===== config.mk =====
export PLATFORM = sky130hd
export DESIGN_NAME = fixed_block_pool_allocator
export DESIGN_NICKNAME = d
export VERILOG_FILES = /design/src/fbpa_pkg.sv /design/src/fixed_block_pool_allocator.sv /design/src/fbpa_classify.sv /design/src/fbpa_free_list.sv
export SDC_FILE = /design/constraint.sdc
export NUM_CORES = 1
export LEC_CHECK = 0
export ABC_AREA = 1
export BUFFER_PORTS_ARGS = -buffer_cell sky130_fd_sc_hd__buf_4
export CAP_MARGIN = 20
export CORE_ASPECT_RATIO = 1.4
export CORE_MARGIN = 1.5
export CORE_UTILIZATION = 50
export CTS_BUF_LIST = sky130_fd_sc_hd__clkbuf_16
export DETAILED_ROUTE_END_ITERATION = 16
export GPL_ROUTABILITY_DRIVEN = 0
export PLACE_DENSITY = 0.65
export REMOVE_ABC_BUFFERS = 1
export SYNTH_ARGS = -nofsm -noshare
export SYNTH_HDL_FRONTEND = slang
export SYNTH_SLANG_ARGS = --single-unit

===== constraint.sdc =====
create_clock -name clk -period 9.7 [get_ports clk]
set_clock_uncertainty 0.1 [all_clocks]
set_input_delay 0.97 -clock clk [delete_from_list [all_inputs] [get_ports clk]]
set_output_delay 0.97 -clock clk [all_outputs]
set_load 0.05 [all_outputs]

===== src/fbpa_pkg.sv =====
package fbpa_pkg;

    // pool sizing
    localparam int unsigned SMALL_COUNT  = 8;
    localparam int unsigned MID_COUNT    = 8;
    localparam int unsigned LARGE_COUNT  = 4;
    localparam int unsigned HEADER_BYTES = 8;

    localparam int unsigned POOL_COUNT   = 3;
    localparam int unsigned TOTAL_BLOCKS = SMALL_COUNT + MID_COUNT + LARGE_COUNT;

    // block index carries the null link, link array index does not
    localparam int unsigned IDX_W   = $clog2(TOTAL_BLOCKS + 1);
    localparam int unsigned LINK_AW = (TOTAL_BLOCKS > 1) ? $clog2(TOTAL_BLOCKS) : 1;
    localparam int unsigned POOL_W  = 2;
    localparam int unsigned ADDR_W  = 32;
    localparam int unsigned REQ_W   = 16;

    typedef logic [ADDR_W-1:0]  addr_t;
    typedef logic [IDX_W-1:0]   blk_idx_t;
    typedef logic [POOL_W-1:0]  pool_idx_t;

    localparam blk_idx_t NULL_LINK = blk_idx_t'(TOTAL_BLOCKS);

    localparam pool_idx_t POOL_SMALL = 2'd0;
    localparam pool_idx_t POOL_MID   = 2'd1;
    localparam pool_idx_t POOL_LARGE = 2'd2;

    localparam addr_t CLASS_BYTES [POOL_COUNT] = '{addr_t'(16), addr_t'(32), addr_t'(64)};
    localparam int unsigned CLASS_SHIFT [POOL_COUNT] = '{4, 5, 6};

    localparam addr_t POOL_FIRST [POOL_COUNT] = '{
        addr_t'(0),
        addr_t'(SMALL_COUNT),
        addr_t'(SMALL_COUNT + MID_COUNT)
    };

    localparam addr_t POOL_OFFSET [POOL_COUNT] = '{
        addr_t'(0),
        addr_t'(SMALL_COUNT * 16),
        addr_t'(SMALL_COUNT * 16 + MID_COUNT * 32)
    };

    localparam addr_t POOL_END [POOL_COUNT] = '{
        addr_t'(SMALL_COUNT * 16),
        addr_t'(SMALL_COUNT * 16 + MID_COUNT * 32),
        addr_t'(SMALL_COUNT * 16 + MID_COUNT * 32 + LARGE_COUNT * 64)
    };

    // largest usable request per class
    localparam addr_t FIT_LIMIT [POOL_COUNT] = '{
        addr_t'(16 - HEADER_BYTES),
        addr_t'(32 - HEADER_BYTES),
        addr_t'(64 - HEADER_BYTES)
    };

    typedef enum logic {
        MODE_ALLOC = 1'b0,
        MODE_FREE  = 1'b1
    } mode_t;

    typedef enum logic [1:0] {
        STATUS_OK       = 2'd0,
        STATUS_NO_FIT   = 2'd1,
        STATUS_EMPTY    = 2'd2,
        STATUS_BAD_ADDR = 2'd3
    } status_t;

    // decoded transaction handed to the free list
    typedef struct packed {
        mode_t     mode;
        logic      fit;
        pool_idx_t alloc_pool;
        logic      hit;
        pool_idx_t free_pool;
        blk_idx_t  free_idx;
    } fbpa_req_t;

    typedef struct packed {
        status_t status;
        addr_t   address;
    } fbpa_rsp_t;

    // reset link of a block: next block of its pool, null at the pool's end
    function automatic blk_idx_t link_reset(input int unsigned i);
        blk_idx_t link;
        if (i == SMALL_COUNT - 1 || i == SMALL_COUNT + MID_COUNT - 1
            || i == TOTAL_BLOCKS - 1)
        begin
            link = NULL_LINK;
        end
        else
        begin
            link = blk_idx_t'(i + 1);
        end
        return link;
    endfunction

endpackage


===== src/fixed_block_pool_allocator.sv =====
// channel   direction  handshake             payload
// in        input      in_valid / in_stall    mode, request_bytes, block_address
// out       output     out_valid / out_stall  result_address, status
// cfg       input      cfg_we                 cfg_wdata (base_address)
//
// every transaction passes from the input register to the result register;
// a new transaction is taken every cycle unless out_stall holds a result;
// free list heads and links live in flops and are updated as the result
// register loads
// reset puts every block on its pool's free list in address order and clears
// base_address to zero; no clearing pass is needed
// a stalled result holds the input register, which then stalls the input
module fixed_block_pool_allocator
    import fbpa_pkg::*;
(
    input  logic              clk,
    input  logic              rst_n,

    input  logic              cfg_we,
    input  logic [31:0]       cfg_wdata,

    input  logic              in_valid,
    output logic              in_stall,
    input  logic              mode,
    input  logic [15:0]       request_bytes,
    input  logic [31:0]       block_address,

    output logic              out_valid,
    input  logic              out_stall,
    output logic [31:0]       result_address,
    output logic [1:0]        status
);

    // configuration
    addr_t             base_reg;

    // input register
    logic              in_full_reg;
    logic              in_full_next;
    logic              mode_reg;
    logic [REQ_W-1:0]  req_bytes_reg;
    addr_t             blk_addr_reg;

    // result register
    logic              out_valid_reg;
    logic              out_valid_next;
    addr_t             result_address_reg;
    status_t           status_reg;

    logic              advance;
    logic              in_take;
    logic              op_en;
    fbpa_req_t         dec_req;
    fbpa_rsp_t         rsp;

    // result register frees up when empty or being taken
    assign advance  = !out_valid_reg || !out_stall;
    assign in_stall = in_full_reg && !advance;
    assign in_take  = in_valid && !in_stall;
    assign op_en    = in_full_reg && advance;

    assign in_full_next   = in_take || (in_full_reg && !advance);
    assign out_valid_next = op_en || (out_valid_reg && out_stall);

    always_ff @(posedge clk or negedge rst_n)
    begin
        if (!rst_n)
        begin
            base_reg      <= '0;
            in_full_reg   <= 1'b0;
            out_valid_reg <= 1'b0;
        end
        else
        begin
            if (cfg_we)
            begin
                base_reg <= cfg_wdata;
            end
            in_full_reg   <= in_full_next;
            out_valid_reg <= out_valid_next;
        end
    end

    // payload registers
    always_ff @(posedge clk)
    begin
        if (in_take)
        begin
            mode_reg      <= mode;
            req_bytes_reg <= request_bytes;
            blk_addr_reg  <= block_address;
        end
        if (op_en)
        begin
            result_address_reg <= rsp.address;
            status_reg         <= rsp.status;
        end
    end

    // size class pick and free address decode
    fbpa_classify u_classify (
        .mode          (mode_reg),
        .request_bytes (req_bytes_reg),
        .block_address (blk_addr_reg),
        .base_address  (base_reg),
        .req           (dec_req)
    );

    // per-pool free lists, head pop on alloc and head push on free
    fbpa_free_list u_free_list (
        .clk          (clk),
        .rst_n        (rst_n),
        .op_en        (op_en),
        .req          (dec_req),
        .base_address (base_reg),
        .rsp          (rsp)
    );

    assign out_valid      = out_valid_reg;
    assign result_address = result_address_reg;
    assign status         = status_reg;

endmodule


===== src/fbpa_classify.sv =====
module fbpa_classify
    import fbpa_pkg::*;
(
    input  logic              mode,
    input  logic [REQ_W-1:0]  request_bytes,
    input  addr_t             block_address,
    input  addr_t             base_address,
    output fbpa_req_t         req
);

    addr_t req_ext;
    addr_t off;
    addr_t rel;

    assign req_ext = addr_t'(request_bytes);
    // data address back to header offset inside the pool area
    assign off = block_address - addr_t'(HEADER_BYTES) - base_address;

    always_comb
    begin
        req.mode       = mode_t'(mode);
        req.fit        = 1'b1;
        req.alloc_pool = POOL_SMALL;
        priority if (req_ext <= FIT_LIMIT[0])
        begin
            req.alloc_pool = POOL_SMALL;
        end
        else if (req_ext <= FIT_LIMIT[1])
        begin
            req.alloc_pool = POOL_MID;
        end
        else if (req_ext <= FIT_LIMIT[2])
        begin
            req.alloc_pool = POOL_LARGE;
        end
        else
        begin
            req.fit = 1'b0;
        end

        req.hit       = 1'b0;
        req.free_pool = POOL_SMALL;
        req.free_idx  = blk_idx_t'(0);
        rel           = '0;
        priority if (off < POOL_END[0])
        begin
            rel           = off - POOL_OFFSET[0];
            req.free_pool = POOL_SMALL;
            req.hit       = (rel & (CLASS_BYTES[0] - addr_t'(1))) == '0;
            req.free_idx  = blk_idx_t'(POOL_FIRST[0] + (rel >> CLASS_SHIFT[0]));
        end
        else if (off < POOL_END[1])
        begin
            rel           = off - POOL_OFFSET[1];
            req.free_pool = POOL_MID;
            req.hit       = (rel & (CLASS_BYTES[1] - addr_t'(1))) == '0;
            req.free_idx  = blk_idx_t'(POOL_FIRST[1] + (rel >> CLASS_SHIFT[1]));
        end
        else if (off < POOL_END[2])
        begin
            rel           = off - POOL_OFFSET[2];
            req.free_pool = POOL_LARGE;
            req.hit       = (rel & (CLASS_BYTES[2] - addr_t'(1))) == '0;
            req.free_idx  = blk_idx_t'(POOL_FIRST[2] + (rel >> CLASS_SHIFT[2]));
        end
        else
        begin
            req.hit = 1'b0;
        end
    end

endmodule


===== src/fbpa_free_list.sv =====
module fbpa_free_list
    import fbpa_pkg::*;
(
    input  logic      clk,
    input  logic      rst_n,
    input  logic      op_en,
    input  fbpa_req_t req,
    input  addr_t     base_address,
    output fbpa_rsp_t rsp
);

    blk_idx_t  head_reg [POOL_COUNT];
    blk_idx_t  link_reg [TOTAL_BLOCKS];

    pool_idx_t pool;
    blk_idx_t  head;
    blk_idx_t  local_idx;
    logic      do_pop;
    logic      do_push;

    assign pool = (req.mode == MODE_FREE) ? req.free_pool : req.alloc_pool;

    always_comb
    begin
        unique case (pool)
            POOL_SMALL: head = head_reg[0];
            POOL_MID:   head = head_reg[1];
            POOL_LARGE: head = head_reg[2];
            default:    head = NULL_LINK;
        endcase
    end

    assign local_idx = blk_idx_t'(addr_t'(head) - POOL_FIRST[pool]);

    always_comb
    begin
        do_pop      = 1'b0;
        do_push     = 1'b0;
        rsp.address = '0;
        if (req.mode == MODE_ALLOC)
        begin
            priority if (!req.fit)
            begin
                rsp.status = STATUS_NO_FIT;
            end
            else if (head == NULL_LINK)
            begin
                rsp.status = STATUS_EMPTY;
            end
            else
            begin
                rsp.status  = STATUS_OK;
                do_pop      = 1'b1;
                rsp.address = base_address + POOL_OFFSET[pool] + addr_t'(HEADER_BYTES)
                            + (addr_t'(local_idx) << CLASS_SHIFT[pool]);
            end
        end
        else
        begin
            if (req.hit)
            begin
                rsp.status = STATUS_OK;
                do_push    = 1'b1;
            end
            else
            begin
                rsp.status = STATUS_BAD_ADDR;
            end
        end
    end

    always_ff @(posedge clk or negedge rst_n)
    begin
        if (!rst_n)
        begin
            for (int p = 0; p < POOL_COUNT; p++)
            begin
                head_reg[p] <= blk_idx_t'(POOL_FIRST[p]);
            end
            for (int i = 0; i < TOTAL_BLOCKS; i++)
            begin
                link_reg[i] <= link_reset(i);
            end
        end
        else if (op_en)
        begin
            if (do_pop)
            begin
                // head pop, popped block leaves with a null link
                head_reg[pool]                <= link_reg[head[LINK_AW-1:0]];
                link_reg[head[LINK_AW-1:0]]   <= NULL_LINK;
            end
            else if (do_push)
            begin
                link_reg[req.free_idx[LINK_AW-1:0]] <= head;
                head_reg[pool]                      <= req.free_idx;
            end
        end
    end

endmodule

==> flow_summary_export.csv <==
group,metric,value,unit
status,status,"finished clean",
grt,grtUsageTotal,29.2,%
route,ant_nets,0,
finish,finalInstanceArea,19200,µm²
route,avgRoutedWirePerCell,16.9,µm
finish,fin_nets,2725,
route,wl,50700,µm
finish,largest_reg_flops,100,
power_and_ir_drop,seqPwrFrac,37.2,%
route,first_pass_iters,6,
clock_tree,cts_tree,"yes",
placed_design,placed_cells,2949,
hold_path,holdCritPathClass,"in2async",
setup_path,cp-end-kind,"register",
floorplan,boundaryPins,122,
sta,max-slew-margin-rel,27.2,%
clock_tree,clockRootBuffer,"clkbuf_16",
setup_path,cp_slowest_stage_delay,0.45,ns
finish,final_util,57.9,%
placed_design,portBuffers,121,
placed_design,hpwl,38000,µm
placed_design,place_area,18200,µm²
power_and_ir_drop,clkPwrFrac,35.3,%
power_and_ir_drop,intPower,0.00194,W
yosys,synth_area,16700,µm²
finish,synthToLayoutAreaGrowth,14.7,%
flow_run,maxCapViolCount,0,
setup_path,critPathRequiredTime,10.00,ns
route,drt_iter0_markers,1153,
finish,nFillCells,3165,
power_and_ir_drop,p_sw,0.000973,W
setup_path,cp_max_fo,15,
finish,antenna_cells,0,
yosys,yosysUniqueCellTypes,58,
yosys,synthArstFlopShare,64.2,%
sta,setup_violations,0,
power_and_ir_drop,power,0.00291,W
grt,grt_pass1_wl,78300,µm
yosys,ys_top_cells_by_count,"nand2_1 (955), inv_1 (354), nor2_1 (152), nand3_1 (141), dfrtp_1 (103)",
clock_tree,clock_latency,0.56,ns
sta,fin_setup_tns,0,ns
yosys,synth.most_common_cell,"nand2_1",
clock_tree,htreeDepth,1,
yosys,post_synth.cell_area_avg,6.95,µm²
power_and_ir_drop,power_density,152,nW/µm²
yosys,synth_top_area_share,21.5,%
sta,finalMaxSlewViolations,0,
clock_tree,cts.clk_slew.worst_paths,0.06,ns
yosys,yosysWarnings,0,
power_and_ir_drop,p_leak,10.1,nW
sta,hold_violations,0,
floorplan,start_util,50.4,%
floorplan,rows,79,
yosys,synth-edff-count,83,
yosys,ys.flop_type,"dfrtp_1",
grt,grt_max_degree,91,
power_and_ir_drop,ir_drop,125,µV
clock_tree,cts-buffers-inserted,26,
sta,min_period_over_period,93.0,%
setup_path,slowest_stage,"fa_1",
setup_path,crit_type,"reg2reg",
clock_tree,hold_buffers,0,
route,drcViolationCount,0,
floorplan,fp.dieW,157,µm
yosys,synth_top_area_cell,"nand2_1",
finish,instances_no_fill,2998,
floorplan,dieArea,34500,µm²
route,vias,16200,
grt,antenna_found_initial,0,
clock_tree,clk_path_buf_depth,3,
power_and_ir_drop,switching_share,33.5,%
yosys,synth_cells,2405,
floorplan,core,33100,µm²
setup_path,start_kind,"register",
grt,grt_overflow_total,0,
yosys,ys_top_cells_by_area,"nand2_1 (21%), dfrtp_1 (15%), edfxtp_1 (15%), inv_1 (8.0%), ha_1 (7.6%)",
route,avgViaCountPerCell,5.39,
yosys,yosysSeqAreaShare,37.6,%
sta,finalCriticalPeriod,9.02,ns
grt,grt_pass1_vias,15700,
setup_path,critPathArrivalTime,9.32,ns
floorplan,die_y,219,µm
finish,layout-drive-gt1-share,12.2,%
power_and_ir_drop,power_frac_comb,27.5,%
yosys,ys_ff_latch,232,
setup_path,crit_path_frequent_cell,"nand2_1",
sta,max_slew.worst_pin.slew,1.08,ns
sta,clock.fmax,111,MHz
clock_tree,cts_sinks,232,
[placed cells by master (no fill, tap or decap), types with 4 or more instances in the layout]
cell type and instances:
dfrtp_1 103, o221ai_1 5, xnor2_1 4, a21oi_2 6, bufinv_16 4, xor2_1 15
a221oi_1 5, o21ai_0 69, o21a_1 8, nor3_1 19, inv_1 360, a21oi_1 100
edfxtp_1 83, nand4_1 36, mux2_2 14, a22oi_1 4, ha_1 100, nand3_1 141
fa_1 4, buf_4 149, o22ai_1 34, dfstp_2 46, a21oi_4 12, clkinv_1 7
clkbuf_16 28, o21ai_1 5, nor2_2 17, nor2_1 143, nand2_1 955, inv_2 13
a31oi_1 12
[cells by family after synthesis]
kind of cell	count (synthesis)	synth area share [%]
and+or+nand+nor	1333	32.2
buffers and inverters	422	9.74
AOI/OAI and AO/OA	277	10.3
DFF	232	37.6
adders and majority gates	106	8.12
xor gates and xnor gates	20	1.09
muxes	14	0.944
other	1	0.0225
[final cells by class]
class | instances | area (µm²) | area share (%)
multi-input cells | 1752 | 8890 | 46.4
well taps | 445 | 557 | 2.91
clock inverters | 20 | 183 | 0.953
inverters | 369 | 1390 | 7.27
flip-flops and latches | 232 | 6280 | 32.8
repair buffers | 152 | 1150 | 6.03
clock buffers | 28 | 701 | 3.66
[per-stage QoR]
stage / setup slack, ns / hold WS (ns)
after floorplan: 1.38 / 0.342
after global placement: 0.248 / 0.353
after detailed placement: 0.0760 / 0.358
after CTS: 0.0300 / 0.369
after global routing: -0.0136 / 0.390
final: 0.679 / 0.368
[routing by layer]
layer / vias to the layer above / wire (µm) / track usage (%)
met4: 0 / 3730 / 20.3
met3: 208 / 2240 / 2.84
met2: 577 / 26300 / 54.9
li1: 7927 / - / -
met5: - / 0 / 0
met1: 7451 / 18400 / 30.0
[power groups by stage]
stage          combinational, W  clock (W)  sequential (W)
5_1_grt                0.000896    0.00108         0.00109
6_report               0.000801    0.00103         0.00108
3_3_place_gp           0.000772          0         0.00110
3_5_place_dp           0.000780          0         0.00110
2_1_floorplan          0.000520          0         0.00113
4_1_cts                0.000787    0.00104         0.00108
[worst max-delay path: cells and delay by family (launching register included)]
kind,cells,cell delay (ns)
compound gates,11,1.75
buf+inv,6,0.81
fa+ha+maj,7,2.24
xor+xnor,1,0.21
flops,1,0.35
simple gates,24,3.42
[repair_timing]
action                     4_1_cts  5_1_grt
setup endpoints to repair        0       15
resized for setup                0       22
setup buffers                    0        1
[path summary, 6_finish.rpt]
path | startpoint | endpoint | slack, ns | cells past startpoint
setup / recovery | base_reg[1]$_DFFE_PN0P_ | result_address[30]$_SDFFCE_PP0P_ | 0.68 | 49
min in group clk | u_free_list.link_reg[32]$_DFFE_PN1P_ | u_free_list.link_reg[32]$_DFFE_PN1P_ | 0.37 | 2
max in group asynchronous | rst_n | u_free_list.head_reg[3]$_DFFE_PN0P_ | 7.75 | 2
hold / removal | rst_n | base_reg[23]$_DFFE_PN0P_ | 0.37 | 1
hold reg to reg | u_free_list.link_reg[32]$_DFFE_PN1P_ | u_free_list.link_reg[32]$_DFFE_PN1P_ | 0.37 | 2
setup reg to reg | base_reg[1]$_DFFE_PN0P_ | result_address[30]$_SDFFCE_PP0P_ | 0.68 | 49
Note: power is estimated with default switching activity, not from simulation.
